===== config.mk =====
export PLATFORM = sky130hd
export DESIGN_NAME = cycle_id_slot_allocator_core_flat
export DESIGN_NICKNAME = d
export VERILOG_FILES = /design/src/hdl/cisa_pkg.sv /design/src/hdl/cisa_req_if.sv /design/src/hdl/cisa_rsp_if.sv /design/src/hdl/cycle_id_slot_allocator_core.sv /design/src/hdl/cisa_ram.sv /design/src/hdl/cisa_ctrl.sv /design/src/flat_wrapper.sv
export SDC_FILE = /design/constraint.sdc
export NUM_CORES = 2
export LEC_CHECK = 0
export BUFFER_PORTS_ARGS = -buffer_cell sky130_fd_sc_hd__buf_2
export CAP_MARGIN = 10
export CORE_MARGIN = 2
export CORE_UTILIZATION = 40
export DETAILED_ROUTE_END_ITERATION = 10
export GPL_ROUTABILITY_DRIVEN = 1
export RECOVER_POWER = 25
export SLEW_MARGIN = 10
export SYNTH_ARGS = -nofsm -noshare
export SYNTH_HDL_FRONTEND = slang
export SYNTH_SLANG_ARGS = --single-unit

===== constraint.sdc =====
create_clock -name clk -period 13.8 [get_ports clk]
set_input_delay 4.14 -clock clk [delete_from_list [all_inputs] [get_ports clk]]
set_output_delay 4.14 -clock clk [all_outputs]
set_load 0.02 [all_outputs]

===== src/hdl/cisa_pkg.sv =====
// Shared types, codes and constants of the cycle id slot allocator.
package cisa_pkg;

  // Default table depth
  localparam int MAX_SLOTS_DEF = 16;

  // Field widths
  localparam int REL_W    = 32;
  localparam int DB_W     = 32;
  localparam int CYCLE_W  = 16;
  localparam int STATUS_W = 2;
  localparam int LIMIT_W  = 5;

  // Configuration port
  localparam int CFG_DATA_W = 16;
  localparam int CFG_IDX_W  = 2;
  localparam logic [CFG_IDX_W-1:0] REG_MAX_CYCLE_ID = 2'd0;
  localparam logic [CFG_IDX_W-1:0] REG_SLOT_LIMIT   = 2'd1;

  // Register reset values
  localparam logic [CYCLE_W-1:0] MAX_CYCLE_ID_RST = 16'hFFFF;
  localparam logic [LIMIT_W-1:0] SLOT_LIMIT_RST   = 5'd16;

  // Result status codes
  typedef logic [STATUS_W-1:0] status_t;
  localparam status_t ST_OK   = 2'd0;
  localparam status_t ST_DUP  = 2'd1;
  localparam status_t ST_FULL = 2'd2;

  // One table entry as stored in the slot memory
  typedef struct packed {
    logic [REL_W-1:0]   rel;
    logic [DB_W-1:0]    db;
    logic [CYCLE_W-1:0] cycle;
  } entry_t;

  localparam int ENTRY_W = $bits(entry_t);

endpackage


===== src/hdl/cisa_req_if.sv =====
// Request channel: relation key, valid/ready handshake.
interface cisa_req_if;
  logic                          valid;
  logic                          ready;
  logic [cisa_pkg::REL_W-1:0]    rel_id;
  logic [cisa_pkg::DB_W-1:0]     db_id;

  modport source (output valid, output rel_id, output db_id, input ready);
  modport sink   (input valid, input rel_id, input db_id, output ready);
endinterface


===== src/hdl/cisa_rsp_if.sv =====
// Response channel: assigned cycle id and status, valid/ready handshake.
interface cisa_rsp_if;
  logic                          valid;
  logic                          ready;
  logic [cisa_pkg::CYCLE_W-1:0]  cycle_id;
  cisa_pkg::status_t             status;

  modport source (output valid, output cycle_id, output status, input ready);
  modport sink   (input valid, input cycle_id, input status, output ready);
endinterface


===== src/hdl/cycle_id_slot_allocator_core.sv =====
// Top level of the cycle id slot allocator: configuration registers, slot memory, sequencer.
// Each start request advances the cycle counter, then looks for its (rel_id, db_id) key in
// the filled slots and either answers duplicate (1), full (2), or appends the key and
// returns the new cycle id with status ok (0); cycle_id reads zero on an error. A request
// is answered after its key is compared with the filled slots in order; a duplicate found
// ends the scan early, and an empty table skips the scan. The slot memory has one read
// port and is read one slot per cycle. One request is in progress at a time; the next one
// is taken while the previous response still waits on its ready. The table starts empty
// after reset, with no clearing pass. Write max_cycle_id (index 0) and slot_limit (index 1)
// only while idle.
module cycle_id_slot_allocator_core #(
  parameter int MAX_SLOTS = cisa_pkg::MAX_SLOTS_DEF
) (
  input  logic                             clk,
  input  logic                             rst,
  cisa_req_if.sink                         req,
  cisa_rsp_if.source                       rsp,
  input  logic                             cfg_we,
  input  logic [cisa_pkg::CFG_IDX_W-1:0]   cfg_index,
  input  logic [cisa_pkg::CFG_DATA_W-1:0]  cfg_wdata
);

  localparam int IDX_W = (MAX_SLOTS > 1) ? $clog2(MAX_SLOTS) : 1;
  localparam int CNT_W = $clog2(MAX_SLOTS + 1);

  logic [cisa_pkg::CYCLE_W-1:0] max_cycle_id;
  logic [cisa_pkg::LIMIT_W-1:0] slot_limit;
  logic [CNT_W-1:0]             usable_slots;

  logic                         ram_we;
  logic [IDX_W-1:0]             ram_waddr;
  cisa_pkg::entry_t             ram_wdata;
  logic [IDX_W-1:0]             ram_raddr;
  cisa_pkg::entry_t             ram_rdata;

  // Configuration registers; unknown indexes are dropped
  always_ff @(posedge clk) begin
    if (rst) begin
      max_cycle_id <= cisa_pkg::MAX_CYCLE_ID_RST;
      slot_limit   <= cisa_pkg::SLOT_LIMIT_RST;
    end else if (cfg_we) begin
      case (cfg_index)
        cisa_pkg::REG_MAX_CYCLE_ID: max_cycle_id <= cfg_wdata[cisa_pkg::CYCLE_W-1:0];
        cisa_pkg::REG_SLOT_LIMIT:   slot_limit   <= cfg_wdata[cisa_pkg::LIMIT_W-1:0];
        default: begin
        end
      endcase
    end
  end

  // Clamp the limit to the table depth
  always_comb begin
    if (32'(slot_limit) < 32'(MAX_SLOTS)) begin
      usable_slots = CNT_W'(slot_limit);
    end else begin
      usable_slots = CNT_W'(MAX_SLOTS);
    end
  end

  cisa_ctrl #(
    .MAX_SLOTS (MAX_SLOTS),
    .IDX_W     (IDX_W),
    .CNT_W     (CNT_W)
  ) u_ctrl (
    .clk          (clk),
    .rst          (rst),
    .req          (req),
    .rsp          (rsp),
    .max_cycle_id (max_cycle_id),
    .usable_slots (usable_slots),
    .ram_we       (ram_we),
    .ram_waddr    (ram_waddr),
    .ram_wdata    (ram_wdata),
    .ram_raddr    (ram_raddr),
    .ram_rdata    (ram_rdata)
  );

  cisa_ram #(
    .WIDTH  (cisa_pkg::ENTRY_W),
    .DEPTH  (MAX_SLOTS),
    .ADDR_W (IDX_W)
  ) u_slots (
    .clk   (clk),
    .we    (ram_we),
    .waddr (ram_waddr),
    .wdata (ram_wdata),
    .raddr (ram_raddr),
    .rdata (ram_rdata)
  );

endmodule


===== src/hdl/cisa_ram.sv =====
// Generic single-write, single-read synchronous RAM with registered read data.
module cisa_ram #(
  parameter int WIDTH  = cisa_pkg::ENTRY_W,
  parameter int DEPTH  = cisa_pkg::MAX_SLOTS_DEF,
  parameter int ADDR_W = (DEPTH > 1) ? $clog2(DEPTH) : 1
) (
  input  logic              clk,
  input  logic              we,
  input  logic [ADDR_W-1:0] waddr,
  input  logic [WIDTH-1:0]  wdata,
  input  logic [ADDR_W-1:0] raddr,
  output logic [WIDTH-1:0]  rdata
);

  logic [WIDTH-1:0] mem [DEPTH];

  // Write port and registered read port
  always_ff @(posedge clk) begin
    if (we) begin
      mem[waddr] <= wdata;
    end
    rdata <= mem[raddr];
  end

endmodule


===== src/hdl/cisa_ctrl.sv =====
// Request sequencer: counter advance, slot scan, append and response register.
module cisa_ctrl #(
  parameter int MAX_SLOTS = cisa_pkg::MAX_SLOTS_DEF,
  parameter int IDX_W     = (MAX_SLOTS > 1) ? $clog2(MAX_SLOTS) : 1,
  parameter int CNT_W     = $clog2(MAX_SLOTS + 1)
) (
  input  logic                          clk,
  input  logic                          rst,
  cisa_req_if.sink                      req,
  cisa_rsp_if.source                    rsp,
  input  logic [cisa_pkg::CYCLE_W-1:0]  max_cycle_id,
  input  logic [CNT_W-1:0]              usable_slots,
  output logic                          ram_we,
  output logic [IDX_W-1:0]              ram_waddr,
  output cisa_pkg::entry_t              ram_wdata,
  output logic [IDX_W-1:0]              ram_raddr,
  input  cisa_pkg::entry_t              ram_rdata
);

  typedef enum logic [2:0] {
    S_IDLE = 3'b001,
    S_SCAN = 3'b010,
    S_DONE = 3'b100
  } state_t;

  state_t                         state;
  logic [cisa_pkg::CYCLE_W-1:0]   cycle_counter;
  logic [CNT_W-1:0]               entry_count;
  logic [IDX_W-1:0]               cmp_idx;
  logic                           dup;
  logic [cisa_pkg::REL_W-1:0]     key_rel;
  logic [cisa_pkg::DB_W-1:0]      key_db;
  logic                           rsp_valid;
  logic [cisa_pkg::CYCLE_W-1:0]   rsp_cycle_id;
  cisa_pkg::status_t              rsp_status;

  logic [cisa_pkg::CYCLE_W-1:0]   id_inc;
  logic [cisa_pkg::CYCLE_W-1:0]   cycle_counter_next;
  logic                           accept;
  logic                           out_free;
  logic                           match;
  logic                           last;
  cisa_pkg::status_t              status_next;

  // Advance the cycle counter, wrap to one on overflow or past the maximum
  assign id_inc = cycle_counter + cisa_pkg::CYCLE_W'(1);
  assign cycle_counter_next = (id_inc == '0 || id_inc > max_cycle_id)
                              ? cisa_pkg::CYCLE_W'(1) : id_inc;

  // Handshake
  assign req.ready = (state == S_IDLE);
  assign accept    = req.valid && (state == S_IDLE);
  assign out_free  = !rsp_valid || rsp.ready;

  // Compare the slot read last cycle against the held key
  assign match = (ram_rdata.rel == key_rel) && (ram_rdata.db == key_db);
  assign last  = ((CNT_W'(cmp_idx) + CNT_W'(1)) == entry_count);

  // Read the next slot while scanning, slot zero otherwise
  assign ram_raddr = (state == S_SCAN) ? (cmp_idx + IDX_W'(1)) : '0;

  // Decide the outcome; duplicate wins over full
  always_comb begin
    if (dup) begin
      status_next = cisa_pkg::ST_DUP;
    end else if (entry_count >= usable_slots) begin
      status_next = cisa_pkg::ST_FULL;
    end else begin
      status_next = cisa_pkg::ST_OK;
    end
  end

  // Append the key in the next free slot
  assign ram_we          = (state == S_DONE) && out_free && (status_next == cisa_pkg::ST_OK);
  assign ram_waddr       = IDX_W'(entry_count);
  assign ram_wdata.rel   = key_rel;
  assign ram_wdata.db    = key_db;
  assign ram_wdata.cycle = cycle_counter;

  // Response outputs
  assign rsp.valid    = rsp_valid;
  assign rsp.cycle_id = rsp_cycle_id;
  assign rsp.status   = rsp_status;

  // Hold the key, scan slot by slot, then load the response beat
  always_ff @(posedge clk) begin
    if (rst) begin
      state         <= S_IDLE;
      cycle_counter <= '0;
      entry_count   <= '0;
      rsp_valid     <= 1'b0;
      dup           <= 1'b0;
      cmp_idx       <= '0;
    end else begin
      // Drop the response beat once taken; in S_DONE a new beat loads instead
      if (rsp_valid && rsp.ready && (state != S_DONE)) begin
        rsp_valid <= 1'b0;
      end
      case (state)
        S_IDLE: begin
          if (accept) begin
            key_rel       <= req.rel_id;
            key_db        <= req.db_id;
            cycle_counter <= cycle_counter_next;
            cmp_idx       <= '0;
            dup           <= 1'b0;
            state         <= (entry_count == '0) ? S_DONE : S_SCAN;
          end
        end
        S_SCAN: begin
          if (match) begin
            dup   <= 1'b1;
            state <= S_DONE;
          end else if (last) begin
            state <= S_DONE;
          end else begin
            cmp_idx <= cmp_idx + IDX_W'(1);
          end
        end
        S_DONE: begin
          if (out_free) begin
            rsp_valid    <= 1'b1;
            rsp_status   <= status_next;
            rsp_cycle_id <= (status_next == cisa_pkg::ST_OK) ? cycle_counter : '0;
            if (status_next == cisa_pkg::ST_OK) begin
              entry_count <= entry_count + CNT_W'(1);
            end
            state <= S_IDLE;
          end
        end
        default: begin
          state <= S_IDLE;
        end
      endcase
    end
  end

endmodule

===== src/flat_wrapper.sv =====
// flat-port wrapper written by rule: the top's interface ports become plain ports
module cycle_id_slot_allocator_core_flat 
#(
  parameter int MAX_SLOTS = cisa_pkg::MAX_SLOTS_DEF
)
  (clk, rst, cfg_we, cfg_index, cfg_wdata, req_valid, req_rel_id, req_db_id, req_ready, rsp_valid, rsp_cycle_id, rsp_status, rsp_ready);
  cisa_req_if req_i ();
  cisa_rsp_if rsp_i ();
  input  logic clk;
  input  logic rst;
  input  logic cfg_we;
  input  logic [cisa_pkg::CFG_IDX_W-1:0] cfg_index;
  input  logic [cisa_pkg::CFG_DATA_W-1:0] cfg_wdata;
  input wire logic [$bits(req_i.valid)-1:0] req_valid;
  input wire logic [$bits(req_i.rel_id)-1:0] req_rel_id;
  input wire logic [$bits(req_i.db_id)-1:0] req_db_id;
  output wire logic [$bits(req_i.ready)-1:0] req_ready;
  output wire logic [$bits(rsp_i.valid)-1:0] rsp_valid;
  output wire logic [$bits(rsp_i.cycle_id)-1:0] rsp_cycle_id;
  output wire logic [$bits(rsp_i.status)-1:0] rsp_status;
  input wire logic [$bits(rsp_i.ready)-1:0] rsp_ready;
  assign req_i.valid = req_valid;
  assign req_i.rel_id = req_rel_id;
  assign req_i.db_id = req_db_id;
  assign req_ready = req_i.ready;
  assign rsp_valid = rsp_i.valid;
  assign rsp_cycle_id = rsp_i.cycle_id;
  assign rsp_status = rsp_i.status;
  assign rsp_i.ready = rsp_ready;
  cycle_id_slot_allocator_core #(.MAX_SLOTS(MAX_SLOTS)) u_core (.clk(clk), .rst(rst), .req(req_i), .rsp(rsp_i), .cfg_we(cfg_we), .cfg_index(cfg_index), .cfg_wdata(cfg_wdata));
endmodule

==> flow_summary.json <==
{
  "worst_pin_slew_ns": 1.256,
  "antenna_found_initial": 2,
  "synth.avg_cell_area_um2": 16.32,
  "slowest_delay_ns": 0.91,
  "postLayoutCellArea_um2": 54530,
  "status": "complete, no violations",
  "detail_route.wl_per_cell_um": 23.46,
  "htreeDepth": 4,
  "rsz0062_at_grt": "false",
  "vdd_drop_max_mv": 0.1292,
  "die_x_um": 349.9,
  "postCtsSetupBuffers": 0,
  "numPortBuffers": 106,
  "cts_hold_buf": 0,
  "start_util_pct": 40.42,
  "synth-main-ff-cell": "edfxtp_1",
  "worstPathMaxFanout": 51,
  "synth-seq-cells": 1221,
  "min_period_ns": 7.135,
  "overflow": 0,
  "setup_violations": 0,
  "maxCapViolations": 0,
  "ios": 107,
  "cts_tree": "done",
  "syn_area_um2": 47860,
  "setup_ws_ns": 6.665,
  "core-area_um2": 118400,
  "crit_path_frequent_cell": "nand2_1",
  "critPathSlowestCell": "buf_4",
  "synth_edf_count": 1106,
  "area_delta_synth_final_pct": 13.95,
  "yosys_warnings": 0,
  "drive_gt1_share_pct": 13.94,
  "critPathKind": "in -> reg",
  "relSlewSlack_pct": 16.29,
  "leakage_nw": 17.22,
  "place_congestion": 0.7768,
  "diodes": 0,
  "fin_nets": 3178,
  "yosysTopAreaCell": "edfxtp_1",
  "dp_hpwl_mm": 61.15,
  "end_kind": "flop",
  "die_h_um": 349.9,
  "fillers": 10185,
  "cts_buffers": 131,
  "final_cell_count_no_fill": 4771,
  "layout_common_cells": "edfxtp_1, nand2_1, mux2i_1",
  "fmax_mhz": 140.2,
  "async_flop_share_pct": 0,
  "grt_use_total_pct": 18.33,
  "grt_pass1_wl_mm": 166.3,
  "hold_class": "reg -> reg",
  "via_per_inst": 5.365,
  "final_common_cell": "edfxtp_1",
  "drv_slew": 0,
  "placed_cell_area_um2": 50210,
  "post_cts_resized": 0,
  "cts.sinks": 1221,
  "grt_pass1_vias": 25269,
  "worstPathRequired_ns": 14.11,
  "arrival_ns": 7.45,
  "fin_crit_sh_pct": 51.70,
  "dieArea_um2": 122400,
  "ant_nets": 0,
  "cts-root-buf": "clkbuf_16",
  "drc": 0,
  "seq_area_frac_synth_pct": 74.21,
  "setup_tns_ns": 0,
  "fin_skew_ns": 0.03287,
  "start_kind": "input pin",
  "placementRows": 126,
  "post-place-ws_ns": 5.937,
  "synthCells": 2933,
  "vias": 25596,
  "grt_max_degree": 151,
  "drt-total-wl_mm": 111.9,
  "yosysTopAreaCellShare_pct": 69.40,
  "synth_area_leaders": "edfxtp_1, mux2i_1, dfxtp_1",
  "syn_nets": 3047,
  "clk_latency_ns": 0.73,
  "clkTransAtPathRegs_ns": 0.06,
  "synth_cell_types": 58,
  "placed_cells_incl_taps": 4531,
  "dr.pass1.iters": 6,
  "drtIter0Drc": 2119,
  "hold_violations": 0,
  "clockBufferDepth": 3,
  "crit_chain": "buf_2, nand2b_1, nand2_1, a21oi_1, nand2_1, nor3_2, buf_4",
  "fin_util_pct": 46.06,
  "power_per_cell_area_nw_per_um2": 141.6
}
where the power goes:
part / switching [mW] / internal (mW) / total [mW]
sequential: 0.0325 / 4.04 / 4.07
combinational: 0.0652 / 0.0312 / 0.0964
clock: 1.46 / 2.09 / 3.56
cell families after synthesis:
logic type / after synthesis / share of synthesized area, %
buffers and inverters: 206 / 2.099
AOI/OAI and AO/OA: 460 / 6.803
adders and majority gates: 27 / 0.7059
and+or+nand+nor: 603 / 6.016
xor gates and xnor gates: 90 / 1.678
muxes: 326 / 8.492
DFF: 1221 / 74.21
synthesized netlist by cell type, drive strengths merged (9+ instances only):
cell    instances
nand2         292
inv            27
nand2b          9
a21oi          86
a311oi         64
dfxtp         115
nor2b         134
and2           15
a31oi          65
nand3          24
xor2           12
xnor2          77
mux2i         262
nor3           13
nand4          26
mux4           64
buf            76
nor2           62
ha             27
a211o          17
edfxtp       1106
clkbuf        103
a211oi        194
worst paths after layout:
kind	slack, ns	endpoint	depth (start not counted)	from
max	6.67	u_core.u_slots.mem[3][16]$_DFFE_PP_	7	rsp_ready
min	0.49	u_core.u_ctrl.cycle_counter[14]$_SDFFE_PP0P_	2	u_core.u_ctrl.cycle_counter[14]$_SDFFE_PP0P_
max reg2reg	9.01	u_core.u_slots.mem[3][16]$_DFFE_PP_	7	u_core.u_ctrl.entry_count[3]$_SDFFE_PP0P_
min reg2reg	0.49	u_core.u_ctrl.cycle_counter[14]$_SDFFE_PP0P_	2	u_core.u_ctrl.cycle_counter[14]$_SDFFE_PP0P_
flip-flops by register name, indices dropped and copies added (netlist names):
signal                       cells
u_core.u_ctrl.entry_count        5
u_core.u_ctrl.key_db            32
u_core.u_ctrl.cmp_idx            4
u_core.u_ctrl.rsp.cycle_id      16
u_core.max_cycle_id             16
u_core.u_ctrl.state              3
u_core.u_ctrl.rsp.status         2
u_core.u_slots.mem            1024
u_core.slot_limit                5
u_core.u_slots.rdata            64
u_core.u_ctrl.key_rel           32
u_core.u_ctrl.dup                1
u_core.u_ctrl.rsp.valid          1
u_core.u_ctrl.cycle_counter     16
stage by stage:
step / hold slack (ns) / power [mW]
after detailed placement: 0.4834 / 4.249
after global placement: 0.4761 / 4.246
after floorplan: 0.4553 / 4.182
final: 0.4906 / 7.722
after global routing: 0.5458 / 7.942
after CTS: 0.4900 / 7.797
final cells by class:
class,instances,area (µm²),area share [%]
flip-flops and latches,1221,35520,65.13
multi-input cells,1506,11480,21.06
clock buffers,167,3556,6.521
well taps,1600,2002,3.671
repair buffers,177,999.7,1.833
clock inverters,73,872.1,1.599
inverters,27,101.3,0.1858
critical path: cells and delay by family:
family          cells  cell delay, ns
compound gates      1            0.69
simple gates        4            1.57
buf+inv             2            0.99
per-layer routing:
layer	share of wire, %	track usage, %	vias to the layer above	wire length [µm]
li1	-	-	11695	-
met2	48	29.97	706	53950
met4	2.0	5.023	2	2276
met5	0.012	0	-	13
met1	45	25.57	13028	50140
met3	4.9	2.753	165	5531
Note: power is estimated with default switching activity, not from simulation.
